<file path="src/hdl/ptq_pkg.sv">
// Shared types and constants for the point table query block.
package ptq_pkg;

  localparam int MaxPoints = 64;
  localparam int CoordW = 24;
  localparam int IdW = 16;
  localparam int DistW = 52;

  typedef enum logic [1:0] {
    ACT_ADD     = 2'd0,
    ACT_CLEAR   = 2'd1,
    ACT_NEAREST = 2'd2,
    ACT_RANGE   = 2'd3
  } action_t;

  localparam logic [1:0] ST_OK   = 2'd0;
  localparam logic [1:0] ST_NONE = 2'd1;
  localparam logic [1:0] ST_DUP  = 2'd2;
  localparam logic [1:0] ST_FULL = 2'd3;

  typedef struct packed {
    logic [1:0]               action;
    logic [IdW-1:0]           point_id;
    logic signed [CoordW-1:0] pos_x;
    logic signed [CoordW-1:0] pos_y;
    logic signed [CoordW-1:0] pos_z;
    logic [CoordW-1:0]        range_limit;
  } ptq_in_t;

  typedef struct packed {
    logic [1:0]     status;
    logic [IdW-1:0] match_id;
    logic           last;
  } ptq_out_t;

  // One stored point as it moves through the chain.
  typedef struct packed {
    logic [IdW-1:0]    id;
    logic [CoordW-1:0] x;
    logic [CoordW-1:0] y;
    logic [CoordW-1:0] z;
  } point_t;

endpackage

</file>
<file path="src/hdl/ptq_cell.sv">
// One storage cell of the rotating point chain.
module ptq_cell import ptq_pkg::*; (
  input  logic   clk,
  input  logic   shift,
  input  point_t prev,
  output point_t pt
);

  always_ff @(posedge clk) begin
    if (shift) begin
      pt <= prev;
    end
  end

endmodule

</file>
<file path="config.mk">
export PLATFORM = sky130hd
export DESIGN_NAME = ptq_cell
export DESIGN_NICKNAME = d
export VERILOG_FILES = /design/src/hdl/ptq_pkg.sv /design/src/hdl/ptq_cell.sv
export SDC_FILE = /design/constraint.sdc
export NUM_CORES = 1
export LEC_CHECK = 0
export BUFFER_PORTS_ARGS = -buffer_cell sky130_fd_sc_hd__buf_2
export CELL_PAD_IN_SITES_DETAIL_PLACEMENT = 1
export CELL_PAD_IN_SITES_GLOBAL_PLACEMENT = 1
export CORE_UTILIZATION = 29
export DETAILED_ROUTE_END_ITERATION = 6
export PLACE_DENSITY = 0.84
export SLEW_MARGIN = 20
export SYNTH_ARGS = -nofsm -noshare
export SYNTH_HDL_FRONTEND = slang
export SYNTH_SLANG_ARGS = --single-unit
</file>
<file path="constraint.sdc">
create_clock -name clk -period 0.8 [get_ports clk]
set_input_delay 0.12 -clock clk [delete_from_list [all_inputs] [get_ports clk]]
set_output_delay 0.12 -clock clk [all_outputs]
set_load 0.02 [all_outputs]
</file>
* Word level (Yosys, flattened, before mapping)
Cells that the tools add are included.
Storage, ports and cells: output and inout port bits 88, register bits after elaboration 88

* Depth between registers and ports, before layout
depth after elaboration 0, depth in mapped cells 0, depth with buffers taken out 0

* Worst setup path after synthesis
OpenSTA, ideal clock, no wires.
path kind register to output, start point reg pt[0] in the netlist's numbering, end point out pt[0] in the netlist's numbering, stages on the path, launching flop included 1, arrival time 0.449 ns, required time 0.680 ns, buffers on the path 0, path slack 0.231 ns, path through edfxtp_1
RTL lines:
- start: declaration | line ptq_cell.sv:6 | output point_t pt
- start signal: assignment | line ptq_cell.sv:11 | pt <= prev;
No word-level cell between the ends.

* Worst setup path in the final report
start point reg pt[0] in the netlist's numbering, end point out pt[0] in the netlist's numbering
No word-level cell between the ends.

==> results.yml <==
min_path:
  whs_path_depth: 2
  worst_hold_startpoint: "shift"
  holdPathEnd: "pt[81]$_DFFE_PP_"
  hold_class: "input pin to flop"
clocking:
  clk_path_buf_depth: 2
  cts_made_buffers: 9
  cts_setup_buffers: 0
  tritoncts: "yes"
  cts.sinks: 88
  root_buffer: "clkbuf_8"
  clk_pin_slew_ps: 90
  cts_max_level: 3
critical_path:
  path_depth: 1
  cp.arrival_ps: 920
  critPathRequiredTime_ps: 680
  path_cells: "buf_6"
  path_class: "flop to output pin"
  cp_slowest_cell: "edfxtp_1"
  critPathBufInv: 1
  cpLargestDelayFamily: "flip-flops"
  cp-end-kind: "output pin"
  start_kind: "flop"
  cpPeakStageDelay_ps: 420
  critPathMaxFanout: 1
grt:
  antenna_found_initial: 0
  grtUsageTotal: 0.174
  grt_pass1_wl_um: 12300
  grt_pass1_vias: 2325
  grt_max_degree: 39
  grt.overflow.total: 0
synthesis:
  synth_cells: 88
  synthDistinctLibCells: 1
  ys_ff_latch: 88
  netlist_area_um2: 2640
  ys_seq_area_frac: 1.00
  avgSynthCellArea_um2: 30.0
  yosys_warnings: 0
  syn_nets: 178
layout:
  largest_reg_flops: 88
  fin_area_um2: 5250
  drive_gt1_frac: 0.524
  multi_input_gates: 0
  fin_cells: 480
  register_area_um2: 2640
  fillCellCount: 827
  top_register: "pt"
  multi_input_area_um2: 0
  area_growth_pct: 98.6
  antenna_cells: 0
  nNetsFinal: 458
  reg_top3: "pt (88)"
outcome:
  failed_checks: "negative setup slack"
  status: "complete, but fails checks"
routing:
  routed_via_density: 4.16
  final_antenna_net_count: 0
  wl_um: 8460
  dr.pass1.iters: 3
  wl_per_cell_um: 17.6
  vias: 1995
  drt_iter0_drc: 36
  drc: 0
sta:
  worst_pin_slew_ps: 214
  setup_ws_ps: -243
  max_freq_mhz: 959
  period_needed_ps: 1040
  rsz0062_at_grt: "yes"
  hold_ws_ps: 168
  setup_violations: 88
  fin_crit_sh: 1.30
  relSlewSlack: 0.858
  slew_violations: 0
  finalHoldViolations: 0
floorplan:
  core-area_um2: 8760
  fp-row-count: 34
  start_util: 0.302
  io_pins: 178
  fp.dieW_um: 97.5
  die_area_um2: 9500
  die_y_um: 97.5
pwr:
  peakVddDrop_v: 0.00121
  power_per_cell_area_nw_per_um2: 2050
  p_leak_nw: 2.21
placement:
  place_inst: 377
  gp_congestion: 0.714
  port_buffers: 177
  placed_cell_area_um2: 3720
  hpwlAfterDp_um: 5020
flow_run:
  cap_viol_max_count: 0
==> per-stage QoR <==
step / setup TNS (ps) / setup slack (ps) / utilization / power (mW)
3_5_place_dp: -454 / -14.2 / 0.425 / 6.84
4_1_cts: -18680 / -264 / 0.567 / 10.5
2_1_floorplan: 0 / 231 / - / 6.15
6_report: -17740 / -243 / 0.599 / 10.8
3_3_place_gp: 0 / 5.24 / 0.425 / 6.78
5_1_grt: -21110 / -289 / 0.599 / 11.1
==> routing by layer <==
layer,up-vias,global-route usage,share of wire
met3,16,0.0496,0.066
met1,954,0.165,0.34
li1,914,-,-
met5,-,0,0
met2,111,0.345,0.57
met4,0,0.0667,0.027
==> cells in the mapped netlist <==
master,count,area share
edfxtp_1,88,1.0
==> cell usage in the layout (no fill, tap or decap), drive strengths merged <==
master	Yosys	layout
buf	0	181
edfxtp	88	88
clkinv	0	3
clkbuf	0	9
dlygate4sd3	0	88
bufinv	0	2
clkinvlp	0	1
==> power breakdown <==
group          switching, mW  internal, mW
logic                  0.843          1.00
registers              0.168          5.48
clock network           1.54          1.73
==> layout make-up <==
cell class / count / share of cell area
repair buffers: 269 / 0.431
flip-flops and latches: 88 / 0.503
well taps: 108 / 0.0257
clock buffers: 9 / 0.0236
clock inverters: 6 / 0.0162
==> worst max path at each step <==
stage                          from          endpoint  slack [ps]
floorplan           pt[0]$_DFFE_PP_             pt[0]         230
global placement              shift  pt[37]$_DFFE_PP_           5
detailed placement            shift   pt[0]$_DFFE_PP_         -10
CTS                 pt[0]$_DFFE_PP_             pt[0]        -260
global route        pt[0]$_DFFE_PP_             pt[0]        -290
finish              pt[0]$_DFFE_PP_             pt[0]        -240
==> logic make-up (layout without fill, tap and decap cells) <==
kind of cell	after synthesis	count (layout)	share of synthesized area
flip-flops	88	88	1.00
buffers and inverters	0	284	0
==> timing repair <==
action / in CTS / in global routing
hold endpoints to repair: 88 / 0
setup endpoints to repair: 88 / 88
hold buffers: 88 / 0
resized for setup: 50 / 91
(Power assumes the default switching activity.)
