$ cat config.mk
export PLATFORM = sky130hd
export DESIGN_NAME = ptq_dist
export DESIGN_NICKNAME = d
export VERILOG_FILES = /design/src/hdl/ptq_pkg.sv /design/src/hdl/ptq_dist.sv
export SDC_FILE = /design/constraint.sdc
export NUM_CORES = 2
export LEC_CHECK = 0
export ABC_AREA = 1
export BUFFER_PORTS_ARGS = -buffer_cell sky130_fd_sc_hd__buf_2
export CORE_AREA = 2 2 348 350
export DETAILED_ROUTE_END_ITERATION = 7
export DIE_AREA = 0 0 350 352
export PLACE_DENSITY_LB_ADDON = 0.15
export SYNTH_ARGS = -nofsm -noshare
export SYNTH_HDL_FRONTEND = slang
export SYNTH_SLANG_ARGS = --single-unit
$ cat constraint.sdc
create_clock -name clk -period 6.5 [get_ports clk]
set_input_delay 1.3 -clock clk [delete_from_list [all_inputs] [get_ports clk]]
set_output_delay 1.3 -clock clk [all_outputs]
set_load 0.02 [all_outputs]
$ cat src/hdl/ptq_pkg.sv
// Shared types and constants for the point table query block.
package ptq_pkg;

  localparam int MaxPoints = 64;
  localparam int CoordW = 24;
  localparam int IdW = 16;
  localparam int DistW = 52;

  typedef enum logic [1:0] {
    ACT_ADD     = 2'd0,
    ACT_CLEAR   = 2'd1,
    ACT_NEAREST = 2'd2,
    ACT_RANGE   = 2'd3
  } action_t;

  localparam logic [1:0] ST_OK   = 2'd0;
  localparam logic [1:0] ST_NONE = 2'd1;
  localparam logic [1:0] ST_DUP  = 2'd2;
  localparam logic [1:0] ST_FULL = 2'd3;

  typedef struct packed {
    logic [1:0]               action;
    logic [IdW-1:0]           point_id;
    logic signed [CoordW-1:0] pos_x;
    logic signed [CoordW-1:0] pos_y;
    logic signed [CoordW-1:0] pos_z;
    logic [CoordW-1:0]        range_limit;
  } ptq_in_t;

  typedef struct packed {
    logic [1:0]     status;
    logic [IdW-1:0] match_id;
    logic           last;
  } ptq_out_t;

  // One stored point as it moves through the chain.
  typedef struct packed {
    logic [IdW-1:0]    id;
    logic [CoordW-1:0] x;
    logic [CoordW-1:0] y;
    logic [CoordW-1:0] z;
  } point_t;

endpackage

$ cat src/hdl/ptq_dist.sv
// Pipelined squared distance: square per axis, then sum.
module ptq_dist import ptq_pkg::*; (
  input  logic                     clk,
  input  logic                     en,
  input  logic signed [CoordW-1:0] qx,
  input  logic signed [CoordW-1:0] qy,
  input  logic signed [CoordW-1:0] qz,
  input  point_t                   pt,
  output logic [DistW-1:0]         dsq
);

  logic signed [CoordW:0] dx, dy, dz;
  logic [CoordW-1:0]      ax, ay, az;
  logic [2*CoordW-1:0]    sx, sy, sz;

  always_comb begin
    dx = (CoordW+1)'($signed(pt.x)) - (CoordW+1)'(qx);
    dy = (CoordW+1)'($signed(pt.y)) - (CoordW+1)'(qy);
    dz = (CoordW+1)'($signed(pt.z)) - (CoordW+1)'(qz);
  end

  always_ff @(posedge clk) begin
    if (en) begin
      ax <= dx[CoordW] ? CoordW'(-dx) : dx[CoordW-1:0];
      ay <= dy[CoordW] ? CoordW'(-dy) : dy[CoordW-1:0];
      az <= dz[CoordW] ? CoordW'(-dz) : dz[CoordW-1:0];
      sx <= ax * ax;
      sy <= ay * ay;
      sz <= az * az;
      dsq <= DistW'(sx) + DistW'(sy) + DistW'(sz);
    end
  end

endmodule

---- Word level (Yosys, flattened, before mapping) ----
Index checks and enable logic that the tools add are counted.
storage, ports and cells
  flip-flop bits (word level) ............. 268
  input bits .............................. 162
  word-level logic and storage cells ...... 21
operators by class
  $add $sub $neg .......................... 8
  $mul .................................... 3
  multiplexer cells ....................... 3
operators with widths
  cell              number
  $mul A24 B24 Y48  3
  $sub A24 B24 Y25  3
  $mux W24          3
  $neg A24 Y24      3
  $add A49 B48 Y50  1
  $add A48 B48 Y49  1

---- Longest topological paths before layout ----
  depth after elaboration ................. 3
  mapped depth ............................ 29
  depth with buffers taken out ............ 28

---- Least setup slack after synthesis ----
No wires, ideal clock.
  path kind ............................... reg-to-reg
  from .................................... register ay[14]
  to ...................................... register sy[47], data pin
  setup time .............................. 262 ps
  arrival ................................. 6,081 ps
  data required time ...................... 6,238 ps
  path slack .............................. 157 ps
  stages on the path, launching flop included .. 28
  cell sequence ........................... edfxtp_1 > clkbuf_1 > nand2_1 > fa_1 > inv_1 > fa_1 > inv_1 > fa_1 > inv_1 > fa_1 > inv_1 > fa_1 > inv_1 > fa_1 > inv_1 > fa_1 > inv_1 > ha_1 > nand2_1 > nor2_1 > inv_1 > nor2_1 > inv_1 > nor4_1 > nand3_1 > nand3_1 > a21oi_1 > xor2_1
between the ends
  word-level cells in the longest chain between the ends .. 1
RTL lines
  element                 line            text
  from (decl)             ptq_dist.sv:13  logic [CoordW-1:0] ax, ay, az;
  from (signal assigned)  ptq_dist.sv:25  ay <= dy[CoordW] ? CoordW'(-dy) : dy[CoordW-1:0];
  $mul A24 B24 Y48        ptq_dist.sv:28  sy <= ay * ay;
  to (signal assigned)    ptq_dist.sv:28
  to (decl)               ptq_dist.sv:14  logic [2*CoordW-1:0] sx, sy, sz;
Every way passes these cells.
A chain may end at the register's enable or synchronous reset.

---- Worst setup path in the final report ----
  from .................................... register ax[13]
  to ...................................... register sx[43], data pin
between the ends
  word-level cells in the longest chain between the ends .. 1
RTL lines
  element                 line            text
  from (decl)             ptq_dist.sv:13
  from (signal assigned)  ptq_dist.sv:24  ax <= dx[CoordW] ? CoordW'(-dx) : dx[CoordW-1:0];
  $mul A24 B24 Y48        ptq_dist.sv:27  sx <= ax * ax;
  to (signal assigned)    ptq_dist.sv:27
  to (decl)               ptq_dist.sv:14
Every way passes these cells.

==> impl_metrics.toml <==
[worst_setup_path]
slowest_stage = "fa_1"
slowest_delay_ns = 0.56
required_ns = 6.90
rr_startpoint = "ax[13]"
crit_type = "reg2reg"
arrival_ns = 6.89
regToRegSetupSlack_ns = 0.01
rr_endpoint = "sx[43]"
startpoint_type = "flip-flop"
rr_worst_depth = 29
cp_common_cell = "fa_1"
cp_max_fo = 6
end_kind = "flip-flop"

[logic_synthesis]
synth_area_leaders = "fa_1 (38%), inv_1 (14%), ha_1 (12%)"
synth_edf_count = 263
synthArstFlopShare_pct = 0
synthDistinctLibCells = 51
syn_area_sq_um = 68670
ys_seq_elements = 263
synth_top_area_share_pct = 38.36
synth-seq-area-share_pct = 11.50
yosys_warnings = 0
syn_inst = 8368
synth_top_cell_by_area = "fa_1"
postSynthAreaPerCell_sq_um = 8.207
ys.flop_type = "edfxtp_1"

[layout]
final_nets = 11350
layout.cells.non_filler = 10860
n_fill_cell = 9552
drive_gt1_share_pct = 18.03
area_growth_pct = 19.32

[drt]
wire_per_inst_microns = 16.41
num_vias = 55430
viasPerCell = 5.105
dr.pass1.iters = 6
first_iter_violations = 3664
wl_mm = 178.2
final_antenna_net_count = 0
drc = 0

[clocking]
cts-root-buf = "clkbuf_16"
clock-sinks = 263
holdBufCountCts = 0
clkTransAtPathRegs_ns = 0.07
cts_buffers = 31
clk_latency_ns = 0.68
cts_max_path_buffers = 3
cts_tree = "done"
cts_max_level = 1

[grt]
grt_start_max_net_pins = 83
grt_pass1_vias = 57430
antenna_found_initial = 3
track_usage_pct = 28.89
grt_pass1_wl_mm = 285.6
grt_overflow = 0

[timing]
fin_skew_ns = 0.05344
whs_ns = 0.7144
clock.fmax_mhz = 154.1
min_period_over_period_pct = 99.85
worst_slew_pin_slew_ns = 0.9959
hold_viol = 0
finalSetupViolCount = 0
relSlewSlack_pct = 33.60
period_needed_ns = 6.490
rsz0062_at_grt = "true"
slew_viol_final = 0

[hold_path]
hold_end = "sz[0]"
hold_class = "reg2reg"
hold_start = "az[0]"
hold_depth = 2

[run_status]
status = "finished clean"

[die]
die-area_sq_um = 123200
die_w_microns = 350
fp.dieH_microns = 352
initial_core_util_pct = 57.55
fp.coreArea_sq_um = 119300
rows = 127
io_pins = 214

[placement]
numPortBuffers = 195
dpl.hpwl_mm = 150.4
dp.cells = 10700
place_congestion = 0.9848

[job]
drv_cap = 0
[critical path, delay by kind of cell (launching register included)]
kind	cells	cell delay [ns]
and+or+nand+nor	7	0.59
AOI/OAI and AO/OA	4	0.47
DFF	1	0.41
buffers and inverters	9	0.82
adders and majority gates	8	3.79
xor gates and xnor gates	1	0.16
[worst max path at each step]
| stage | from | end | slack (ns) | depth (start not counted) |
|---|---|---|---|---|
| floorplan | ay[14] | sy[47] | 0.16 | 27 |
| global placement | ay[14] | sy[47] | -0.33 | 27 |
| detailed placement | ay[0] | sy[47] | -0.36 | 28 |
| CTS | ay[2] | sy[47] | -0.05 | 27 |
| global route | ay[12] | sy[45] | -0.19 | 26 |
| finish | ax[13] | sx[43] | 0.01 | 29 |
[state kept, by name (all words and copies together) (netlist names)]
| register | count |
|---|---|
| ay | 24 |
| az | 24 |
| sx | 47 |
| ax | 24 |
| sy | 47 |
| sz | 47 |
| dsq | 50 |
[logic make-up after synthesis]
group	after synthesis	synth area share, %
buf+inv	2746	15.06
other cells	1	0.005461
xor+xnor	277	3.604
fa+ha+maj	1966	50.20
simple gates	2472	14.43
flops	263	11.50
compound gates	643	5.194
[placed cells by master (no fill, tap or decap), types with 42 or more instances in the layout]
cell type  instances
inv_1           2494
nand2_1         1616
fa_1            1261
buf_4            638
ha_1             587
nor2_1           353
edfxtp_1         263
a21oi_1          236
buf_2            194
xor2_1           151
nand3_1          146
o21ai_0          121
nand2_2           98
xnor2_1           98
inv_2             92
a21oi_2           75
buf_6             70
ha_4              58
nor2_2            57
fa_2              55
buf_12            55
nand4_1           42
[synth_stat cells (111+ instances only)]
library cell	count
inv_1	2581
nand2_1	1724
fa_1	1316
ha_1	650
nor2_1	424
a21oi_1	324
edfxtp_1	263
o21ai_0	168
nand3_1	166
xor2_1	161
clkbuf_1	151
xnor2_1	111
[stage by stage]
step,setup WS (ns),TNS [ns],util (%),instance area (sq um)
floorplan,0.1572,0,-,68690
global placement,-0.3281,-3.069,64.34,76780
detailed placement,-0.3577,-5.060,64.34,76780
CTS,-0.05380,-0.06068,65.64,78330
global route,-0.1900,-3.898,68.66,81940
finish,0.009508,0,68.66,81940
[layer usage]
layer	vias to the layer above	part of all wire [%]	global-route usage, %
met3	237	6.4	3.454
met5	-	0.0034	0
li1	26270	-	-
met4	2	2.2	6.060
met1	27340	42	39.80
met2	1578	49	49.16
[timing repair]
action                                  4_1_cts  5_1_grt
buffers inserted                             10       87
endpoints found under the setup margin       56       83
endpoints found under the hold margin         0        0
cloned                                        1        9
resized for setup                           102      738
pin swaps                                    24      294
[cell type report]
class	count	area (sq um)	area share (%)
Timing Repair Buffer	975	7983	9.742
Clock buffer	34	787.0	0.9605
Clock inverter	23	247.7	0.3023
Multi-Input combinational cell	5363	53300	65.05
Antenna cell	1	2.502	0.003054
Inverter	2586	9707	11.85
Tap cell	1612	2017	2.461
Sequential cell	263	7898	9.638
Power is left out: the tool's default activity adds up to more than one toggle a clock period on the data nets, which glitch-free logic cannot reach.
